**src/rtl/core/mandel_pkg.sv**
```systemverilog
// Shared widths, register indexes, controller states and control structs of the escape-time block.
package mandel_pkg;

	localparam int COORD_W   = 32;                       // Q4.28 coordinate
	localparam int FRAC_BITS = 28;
	localparam int COUNT_W   = 16;
	localparam int SCALE_W   = 17;                       // Q1.16, up to 1.0
	localparam int CFG_IDX_W = 3;
	localparam int CFG_DATA_W = 32;
	localparam int PROD_W    = 2 * COORD_W;              // exact product, Q8.56
	localparam int MAG_W     = PROD_W - FRAC_BITS;       // |z|^2 after shift
	localparam int SUM_W     = PROD_W - FRAC_BITS + 2;   // shifted term plus c
	localparam int SCP_W     = COUNT_W + SCALE_W;        // count times scale

	localparam logic [SCALE_W-1:0] SCALE_ONE = SCALE_W'(65536);

	localparam logic [COUNT_W-1:0]    MAX_ITER_RST = COUNT_W'(256);
	localparam logic [COORD_W-1:0]    ESCAPE_RST   = COORD_W'(1073741824);
	localparam logic [SCALE_W-1:0]    SCALE_RST    = SCALE_W'(256);

	typedef enum logic [CFG_IDX_W-1:0] {
		REG_MAX_ITER     = 3'd0,
		REG_ESCAPE_MAG2  = 3'd1,
		REG_COUNT_SCALE  = 3'd2,
		REG_START_REAL   = 3'd3,
		REG_START_IMAG   = 3'd4
	} cfg_reg_t;

	typedef enum logic [5:0] {
		S_IDLE = 6'b000001,
		S_RR   = 6'b000010,
		S_II   = 6'b000100,
		S_RI   = 6'b001000,
		S_UPD  = 6'b010000,
		S_FIN  = 6'b100000
	} state_t;

	// Controller to datapath
	typedef struct packed {
		logic load;     // take c, reload z from z0, clear count
		logic sq_rr;    // multiplier: zr * zr
		logic sq_ii;    // multiplier: zi * zi, keep zr^2
		logic sq_ri;    // multiplier: zr * zi, form zr^2 - zi^2
		logic update;   // write new z, bump count
		logic finish;   // load output register
	} cmd_t;

	// Datapath to controller
	typedef struct packed {
		logic out_free; // output register can take a result this cycle
		logic escaped;  // |z|^2 not below threshold (valid in S_RI)
		logic limit;    // count after this iteration hits the limit (valid in S_UPD)
	} sts_t;

endpackage

```
**src/rtl/core/mandel_ctrl.sv**
```systemverilog
// Sequencing state machine of the escape-time block.
module mandel_ctrl (
	input  logic              clk,
	input  logic              arst_n,
	input  logic              in_valid,
	output logic              in_stall,
	input  mandel_pkg::sts_t  sts,
	output mandel_pkg::cmd_t  cmd
);

	mandel_pkg::state_t state_q, state_d;

	always_ff @(posedge clk or negedge arst_n) begin
		if (!arst_n) begin
			state_q <= mandel_pkg::S_IDLE;
		end else begin
			state_q <= state_d;
		end
	end

	assign in_stall = (state_q != mandel_pkg::S_IDLE);

	always_comb begin
		state_d = state_q;
		cmd     = '0;
		case (state_q)
			mandel_pkg::S_IDLE: begin
				if (in_valid) begin
					cmd.load = 1'b1;
					state_d  = mandel_pkg::S_RR;
				end
			end
			mandel_pkg::S_RR: begin
				cmd.sq_rr = 1'b1;
				state_d   = mandel_pkg::S_II;
			end
			mandel_pkg::S_II: begin
				cmd.sq_ii = 1'b1;
				state_d   = mandel_pkg::S_RI;
			end
			mandel_pkg::S_RI: begin
				if (sts.escaped) begin
					state_d = mandel_pkg::S_FIN;
				end else begin
					cmd.sq_ri = 1'b1;
					state_d   = mandel_pkg::S_UPD;
				end
			end
			mandel_pkg::S_UPD: begin
				cmd.update = 1'b1;
				state_d    = sts.limit ? mandel_pkg::S_FIN : mandel_pkg::S_RR;
			end
			mandel_pkg::S_FIN: begin
				if (sts.out_free) begin
					cmd.finish = 1'b1;
					state_d    = mandel_pkg::S_IDLE;
				end
			end
			default: begin
				state_d = mandel_pkg::S_IDLE;
			end
		endcase
	end

endmodule

```
**src/rtl/core/mandel_dp.sv**
```systemverilog
// Datapath: config registers, shared multiplier, z update, escape test and output register.
module mandel_dp (
	input  logic                                    clk,
	input  logic                                    arst_n,
	input  logic                                    cfg_wr_en,
	input  logic [mandel_pkg::CFG_IDX_W-1:0]        cfg_index,
	input  logic [mandel_pkg::CFG_DATA_W-1:0]       cfg_wr_data,
	input  logic signed [mandel_pkg::COORD_W-1:0]   c_real,
	input  logic signed [mandel_pkg::COORD_W-1:0]   c_imag,
	input  logic                                    out_stall,
	input  mandel_pkg::cmd_t                        cmd,
	output mandel_pkg::sts_t                        sts,
	output logic                                    out_valid,
	output logic [mandel_pkg::COUNT_W-1:0]          iterations,
	output logic [mandel_pkg::SCALE_W-1:0]          scaled_value
);

	localparam int CW = mandel_pkg::COORD_W;
	localparam int PW = mandel_pkg::PROD_W;
	localparam int FB = mandel_pkg::FRAC_BITS;
	localparam int SW = mandel_pkg::SUM_W;
	localparam int MW = mandel_pkg::MAG_W;

	localparam logic signed [SW-1:0] SAT_HI = {{(SW-CW+1){1'b0}}, {(CW-1){1'b1}}};
	localparam logic signed [SW-1:0] SAT_LO = ~SAT_HI;

	function automatic logic signed [CW-1:0] sat_coord(input logic signed [SW-1:0] v);
		logic signed [CW-1:0] r;
		if (v > SAT_HI) begin
			r = SAT_HI[CW-1:0];
		end else if (v < SAT_LO) begin
			r = SAT_LO[CW-1:0];
		end else begin
			r = v[CW-1:0];
		end
		return r;
	endfunction

	// config
	logic [mandel_pkg::COUNT_W-1:0] max_iter_q;
	logic [CW-1:0]                  escape_q;
	logic [mandel_pkg::SCALE_W-1:0] scale_q;
	logic signed [CW-1:0]           start_re_q, start_im_q;

	// iteration state
	logic signed [CW-1:0]           zr_q, zi_q, cr_q, ci_q;
	logic [mandel_pkg::COUNT_W-1:0] n_q;
	logic                           first_q;
	logic signed [PW-1:0]           p_q, rr_q, diff_q;
	logic                           out_valid_q;
	logic [mandel_pkg::COUNT_W-1:0] iter_out_q;
	logic [mandel_pkg::SCALE_W-1:0] scaled_out_q;

	logic signed [CW-1:0]           mul_a, mul_b;
	logic signed [PW-1:0]           mul_p;
	logic [PW-1:0]                  mag_sum;
	logic [MW-1:0]                  mag2;
	logic signed [SW-1:0]           re_sum, im_sum;
	logic [mandel_pkg::COUNT_W-1:0] n_inc;
	logic [mandel_pkg::SCP_W-1:0]   sc_prod;
	logic [mandel_pkg::SCALE_W-1:0] sc_sat;

	assign mul_a = cmd.sq_ii ? zi_q : zr_q;
	assign mul_b = cmd.sq_rr ? zr_q : zi_q;
	assign mul_p = mul_a * mul_b;

	// p_q holds zi^2 here; rr_q holds zr^2
	assign mag_sum = $unsigned(rr_q) + $unsigned(p_q);
	assign mag2    = mag_sum[PW-1:FB];

	// floor shifts are arithmetic right shifts of the exact products
	assign re_sum = {{(SW-(PW-FB)){diff_q[PW-1]}}, diff_q[PW-1:FB]}
	              + {{(SW-CW){cr_q[CW-1]}}, cr_q};
	assign im_sum = {{(SW-(PW-FB+1)){p_q[PW-1]}}, p_q[PW-1:FB-1]}
	              + {{(SW-CW){ci_q[CW-1]}}, ci_q};

	assign n_inc = n_q + 1'b1;

	assign sc_prod = mandel_pkg::SCP_W'(n_q) * mandel_pkg::SCP_W'(scale_q);
	assign sc_sat  = (sc_prod > mandel_pkg::SCP_W'(mandel_pkg::SCALE_ONE)) ?
	                 mandel_pkg::SCALE_ONE : sc_prod[mandel_pkg::SCALE_W-1:0];

	assign sts.out_free = !out_valid_q || !out_stall;
	assign sts.escaped  = !first_q && !(mag2 < {{(MW-CW){1'b0}}, escape_q});
	assign sts.limit    = (n_inc >= max_iter_q) || (n_inc == '1);

	always_ff @(posedge clk or negedge arst_n) begin
		if (!arst_n) begin
			max_iter_q  <= mandel_pkg::MAX_ITER_RST;
			escape_q    <= mandel_pkg::ESCAPE_RST;
			scale_q     <= mandel_pkg::SCALE_RST;
			start_re_q  <= '0;
			start_im_q  <= '0;
			first_q     <= 1'b1;
			out_valid_q <= 1'b0;
		end else begin
			if (cfg_wr_en) begin
				case (cfg_index)
					mandel_pkg::REG_MAX_ITER:
						max_iter_q <= cfg_wr_data[mandel_pkg::COUNT_W-1:0];
					mandel_pkg::REG_ESCAPE_MAG2:
						escape_q <= cfg_wr_data[CW-1:0];
					mandel_pkg::REG_COUNT_SCALE:
						scale_q <= cfg_wr_data[mandel_pkg::SCALE_W-1:0];
					mandel_pkg::REG_START_REAL:
						start_re_q <= cfg_wr_data[CW-1:0];
					mandel_pkg::REG_START_IMAG:
						start_im_q <= cfg_wr_data[CW-1:0];
					default: begin
					end
				endcase
			end
			if (cmd.load) begin
				first_q <= 1'b1;
			end else if (cmd.update) begin
				first_q <= 1'b0;
			end
			if (cmd.finish) begin
				out_valid_q <= 1'b1;
			end else if (!out_stall) begin
				out_valid_q <= 1'b0;
			end
		end
	end

	always_ff @(posedge clk) begin
		if (cmd.load) begin
			zr_q <= start_re_q;
			zi_q <= start_im_q;
			cr_q <= c_real;
			ci_q <= c_imag;
			n_q  <= '0;
		end
		if (cmd.sq_rr) begin
			p_q <= mul_p;
		end
		if (cmd.sq_ii) begin
			rr_q <= p_q;
			p_q  <= mul_p;
		end
		if (cmd.sq_ri) begin
			diff_q <= rr_q - p_q;
			p_q    <= mul_p;
		end
		if (cmd.update) begin
			zr_q <= sat_coord(re_sum);
			zi_q <= sat_coord(im_sum);
			n_q  <= n_inc;
		end
		if (cmd.finish) begin
			iter_out_q   <= n_q;
			scaled_out_q <= sc_sat;
		end
	end

	assign out_valid    = out_valid_q;
	assign iterations   = iter_out_q;
	assign scaled_value = scaled_out_q;

endmodule

```
**src/rtl/core/mandelbrot_escape_time.sv**
```systemverilog
// Top level of the Mandelbrot escape-time unit: controller, datapath and checks.
//
// One point c (signed Q4.28) per input beat; z starts at the configured z0 and
// z = z*z + c is iterated until the count reaches max_iter (0 acts as 1) or
// |z|^2 is no longer below escape_mag2. One result beat per point: the count
// and the count times the scale factor, saturated to 1.0 in Q1.16. Points are
// worked one at a time. A single 32x32 multiplier is shared by zr^2, zi^2 and
// zr*zi, so each iteration steps through S_RR, S_II, S_RI and S_UPD; S_FIN
// waits until the output register is free. The result sits in an output
// register, and the next point is taken once the previous result has been
// placed there. Config writes go straight to the registers and are meant for
// idle periods only.
module mandelbrot_escape_time (
	input  logic                                  clk,
	input  logic                                  arst_n,
	input  logic                                  cfg_wr_en,
	input  logic [mandel_pkg::CFG_IDX_W-1:0]      cfg_index,
	input  logic [mandel_pkg::CFG_DATA_W-1:0]     cfg_wr_data,
	input  logic                                  in_valid,
	output logic                                  in_stall,
	input  logic signed [mandel_pkg::COORD_W-1:0] c_real,
	input  logic signed [mandel_pkg::COORD_W-1:0] c_imag,
	output logic                                  out_valid,
	input  logic                                  out_stall,
	output logic [mandel_pkg::COUNT_W-1:0]        iterations,
	output logic [mandel_pkg::SCALE_W-1:0]        scaled_value
);

	mandel_pkg::cmd_t cmd;
	mandel_pkg::sts_t sts;

	// sequencer: one state per multiplier pass, then update and hand-off
	mandel_ctrl u_ctrl (
		.clk      (clk),
		.arst_n   (arst_n),
		.in_valid (in_valid),
		.in_stall (in_stall),
		.sts      (sts),
		.cmd      (cmd)
	);

	// arithmetic, config registers and output register
	mandel_dp u_dp (
		.clk          (clk),
		.arst_n       (arst_n),
		.cfg_wr_en    (cfg_wr_en),
		.cfg_index    (cfg_index),
		.cfg_wr_data  (cfg_wr_data),
		.c_real       (c_real),
		.c_imag       (c_imag),
		.out_stall    (out_stall),
		.cmd          (cmd),
		.sts          (sts),
		.out_valid    (out_valid),
		.iterations   (iterations),
		.scaled_value (scaled_value)
	);

	// at most one datapath command per cycle
	a_cmd_onehot: assert property (@(posedge clk) disable iff (!arst_n)
		$onehot0({cmd.load, cmd.sq_rr, cmd.sq_ii, cmd.sq_ri, cmd.update, cmd.finish}))
		else $error("more than one datapath command");

	// an accepted point blocks the input until its result is placed
	a_busy_after_beat: assert property (@(posedge clk) disable iff (!arst_n)
		(in_valid && !in_stall) |=> in_stall)
		else $error("input taken again while a point is in work");

	// the first iteration always runs
	a_count_nonzero: assert property (@(posedge clk) disable iff (!arst_n)
		out_valid |-> (iterations != '0))
		else $error("result beat with zero iterations");

	// scaled value saturates at one
	a_scale_sat: assert property (@(posedge clk) disable iff (!arst_n)
		out_valid |-> (scaled_value <= mandel_pkg::SCALE_ONE))
		else $error("scaled value above 1.0");

endmodule

```
**config.mk**
```make
export PLATFORM = sky130hd
export DESIGN_NAME = mandelbrot_escape_time
export DESIGN_NICKNAME = d
export VERILOG_FILES = /design/src/rtl/core/mandel_pkg.sv /design/src/rtl/core/mandel_ctrl.sv /design/src/rtl/core/mandel_dp.sv /design/src/rtl/core/mandelbrot_escape_time.sv
export SDC_FILE = /design/constraint.sdc
export NUM_CORES = 2
export LEC_CHECK = 0
export ABC_AREA = 1
export ABC_CLOCK_PERIOD_IN_PS = 8400
export BUFFER_PORTS_ARGS = -buffer_cell sky130_fd_sc_hd__buf_4
export CORE_MARGIN = 2
export CORE_UTILIZATION = 60
export DETAILED_ROUTE_END_ITERATION = 12
export GPL_TIMING_DRIVEN = 0
export PLACE_DENSITY = 0.8
export SLEW_MARGIN = 20
export SYNTH_ARGS = -nofsm -noshare
export SYNTH_HDL_FRONTEND = slang
export SYNTH_SLANG_ARGS = --single-unit
```
**constraint.sdc**
```tcl
create_clock -name clk -period 8.4 [get_ports clk]
set_input_delay 0.84 -clock clk [delete_from_list [all_inputs] [get_ports clk]]
set_output_delay 0.84 -clock clk [all_outputs]
set_load 0.05 [all_outputs]
```
==> impl_metrics.tcl <==
set metrics [dict create \
    status "finished, violations left" \
    violations "setup timing" \
    drtPass1Iterations 12 \
    setup_violations 35 \
    rr_startpoint "u_ctrl.state_q[0]" \
    n_fill_cell 9798 \
    grt_pass1_wl_mm 436 \
    io_pins 139 \
    numClockSinks 478 \
    ctsHoldBuffers 0 \
    yosysTopAreaCell "fa_1" \
    critPathArrivalTime_ns 9.77 \
    wl_per_cell_um 26.7 \
    worstSetupEndpointType "register" \
    drv_cap 0 \
    cts_tree "done" \
    synth_nets 11100 \
    period_share 1.11 \
    ys_seq_area_frac 0.180 \
    critical_path.most_common_cell "fa_1" \
    antenna_found_initial 19 \
    clk_latency_ns 0.67 \
    setup_slack_ns -0.923 \
    finalHoldViolations 0 \
    layout.area.seq_mm2 0.0137 \
    syn-instance-count 9174 \
    path_class "reg2reg" \
    drc 0 \
    yosys-top-cells-area "fa_1 34%, edfxtp_1 13%, inv_1 10%" \
    clk_pin_slew_ns 0.08 \
    htreeDepth 2 \
    r2r_slack_ns -0.92 \
    core_area_mm2 0.126 \
    hold_class "in2async" \
    finClkSkew_ns 0.0580 \
    ys_ff_latch 478 \
    cts_root_buffer "clkbuf_16" \
    drive_above_1_share 0.130 \
    drtIter0Drc 9014 \
    dr_total_vias 68500 \
    fmax_mhz 107 \
    num_rows 130 \
    worstReg2RegEnd "u_dp.p_q[60]" \
    die_w_um 360 \
    numPortBuffers 138 \
    drv_slew 0 \
    cts_buffers 47 \
    place_hpwl_mm 237 \
    layout.nets 11600 \
    rsz0062_at_grt "yes" \
    reg2regPathDepth 31 \
    crit_required_ns 8.85 \
    grt_max_degree 71 \
    cp_max_fo 5 \
    multi_input_area_mm2 0.0557 \
    synthesis.area_mm2 0.0759 \
    yosysWarningCount 0 \
    routabilityCongestion 1.08 \
    slowest_stage "fa_1" \
    grt_pass1_vias 68300 \
    syn2layout_area_growth_pct 15.3 \
    tightest_slew_ns 0.837 \
    layout_min_cycle_time_ns 9.32 \
    dieArea_mm2 0.129 \
    clockBufferDepth 3 \
    syn_avg_cell_area_um2 8.27 \
    start_util 0.604 \
    slew_headroom 0.442 \
    gr-total-overflow 0 \
    drt-total-wl_mm 303 \
    ys_types 65 \
    netlist.area_leader.share 0.341 \
    fp.dieH_um 360 \
    max_stage_delay_ns 0.64 \
    grtUsageTotal 0.463 \
    drt-vias-per-instance 6.03 \
    hold_ws_ns 0.146 \
    ant_nets 0 \
    dp_slack_ns -2.91 \
    start_kind "register" \
]
metrics by stage:
stage / utilization / instance area (um^2) / setup TNS [ns] / instances
2_1_floorplan: - / 75900 / 0 / 9174
3_3_place_gp: 0.629 / 79000 / -123.52 / 11000
3_5_place_dp: 0.632 / 79400 / -96.82 / 11000
4_1_cts: 0.685 / 86000 / -3.26 / 11300
5_1_grt: 0.696 / 87400 / -18.53 / 11300
6_report: 0.697 / 87500 / -16.36 / 11400
state kept, by name, indices dropped and copies added (netlist names):
| register | flops |
|---|---|
| u_dp.rr_q | 64 |
| u_dp.zr_q | 32 |
| u_dp.cr_q | 32 |
| u_dp.scale_q | 17 |
| u_dp.out_valid | 1 |
| u_dp.diff_q | 36 |
| u_dp.max_iter_q | 16 |
| u_dp.n_q | 16 |
| u_dp.scaled_value | 17 |
| u_dp.first_q | 1 |
| u_dp.ci_q | 32 |
| u_dp.start_re_q | 32 |
| u_dp.escape_q | 32 |
| u_dp.iterations | 16 |
| u_dp.p_q | 64 |
| u_dp.zi_q | 32 |
| u_ctrl.state_q | 6 |
| u_dp.start_im_q | 32 |
how the worst max path moves through the flow:
stage,end,start
after floorplan,u_dp.p_q[59],u_ctrl.state_q[5]
after global placement,u_dp.p_q[49],u_ctrl.state_q[5]
after detailed placement,u_dp.p_q[62],u_ctrl.state_q[5]
after CTS,u_dp.p_q[63],u_ctrl.state_q[2]
after global routing,u_dp.p_q[60],u_ctrl.state_q[0]
final,u_dp.p_q[60],u_ctrl.state_q[0]
per-layer routing:
metal / share of wire / vias to the layer above / global-route usage
met5: 0.0014 / - / 0
met4: 0.079 / 26 / 0.269
met3: 0.15 / 1407 / 0.180
met2: 0.41 / 4992 / 0.655
met1: 0.36 / 33400 / 0.606
li1: - / 28700 / -
cell type report:
cell class,count,share of cell area
clock inverter,36,0.00436
multi-input combinational,6313,0.637
clock buffer,51,0.0140
tap,1650,0.0236
buffer,308,0.0277
inverter,2073,0.0910
timing repair inverter,1,0.0000858
timing repair buffer,430,0.0458
antenna,16,0.000458
sequential,478,0.156
timing repair:
item / in CTS / in global routing
setup endpoints to repair: 54 / 36
setup buffers: 201 / 70
gates cloned: 4 / 1
pin swaps: 211 / 153
resized for setup: 848 / 223
Yosys cell counts (all sizes together):
master,number
a2111oi,1
a211oi,10
a21boi,8
a21o,28
a21oi,427
a221o,1
a221oi,2
a22o,1
a22oi,1
a31o,2
a31oi,55
and3,12
buf,105
clkbuf,205
clkinv,16
dfrtp,132
dfstp,5
edfxtp,341
fa,1292
ha,535
inv,2057
nand2,1879
nand3,130
nand3b,6
nand4,43
nor2,1089
nor3,49
nor3b,1
nor4,20
o2111ai,6
o211a,3
o211ai,18
o21a,26
o21ai,385
o21bai,37
o221a,3
o221ai,4
o311ai,1
o31ai,6
or2,7
or3,1
xnor2,67
xor2,157
cell usage in the layout (no fill, tap or decap), types with 39 or more instances in the layout:
| master | synthesis | layout |
|---|---|---|
| buf_2 | 79 | 51 |
| clkbuf_16 | 0 | 63 |
| nand2_1 | 1872 | 1833 |
| nand4_1 | 43 | 43 |
| nor2_2 | 4 | 43 |
| ha_1 | 535 | 493 |
| dfrtp_1 | 132 | 132 |
| inv_2 | 14 | 60 |
| clkbuf_1 | 205 | 89 |
| nor2_1 | 1073 | 1000 |
| buf_4 | 6 | 366 |
| clkbuf_8 | 0 | 40 |
| xor2_1 | 157 | 142 |
| a21oi_2 | 6 | 39 |
| edfxtp_1 | 341 | 341 |
| o21ai_0 | 324 | 278 |
| buf_6 | 3 | 54 |
| inv_1 | 2043 | 1967 |
| nor3_1 | 45 | 41 |
| xnor2_1 | 67 | 61 |
| ha_4 | 0 | 40 |
| buf_12 | 1 | 44 |
| a31oi_1 | 55 | 47 |
| a21oi_1 | 421 | 376 |
| nand3_1 | 127 | 118 |
| fa_2 | 0 | 61 |
| fa_1 | 1292 | 1231 |
| nor2_4 | 12 | 46 |
| o21ai_4 | 0 | 53 |
worst max-delay path, delay by kind of cell (launching register included):
kind	cells	cell delay, ns
compound gates	3	0.89
xor+xnor	1	0.34
flops	1	0.62
buf+inv	9	1.23
simple gates	9	1.32
fa+ha+maj	9	4.65
cells by family after synthesis:
kind of cell | after synthesis | synth area share
AO/OA/AOI/OAI | 1025 | 0.0760
XOR/XNOR | 224 | 0.0259
AND/OR/NAND/NOR | 3237 | 0.169
buffers and inverters | 2383 | 0.120
adder cells (fa/ha/maj) | 1827 | 0.429
flip-flops | 478 | 0.180
Power is not shown: default switching activity piles up to over one toggle a cycle in this logic, so the estimate is an artifact.
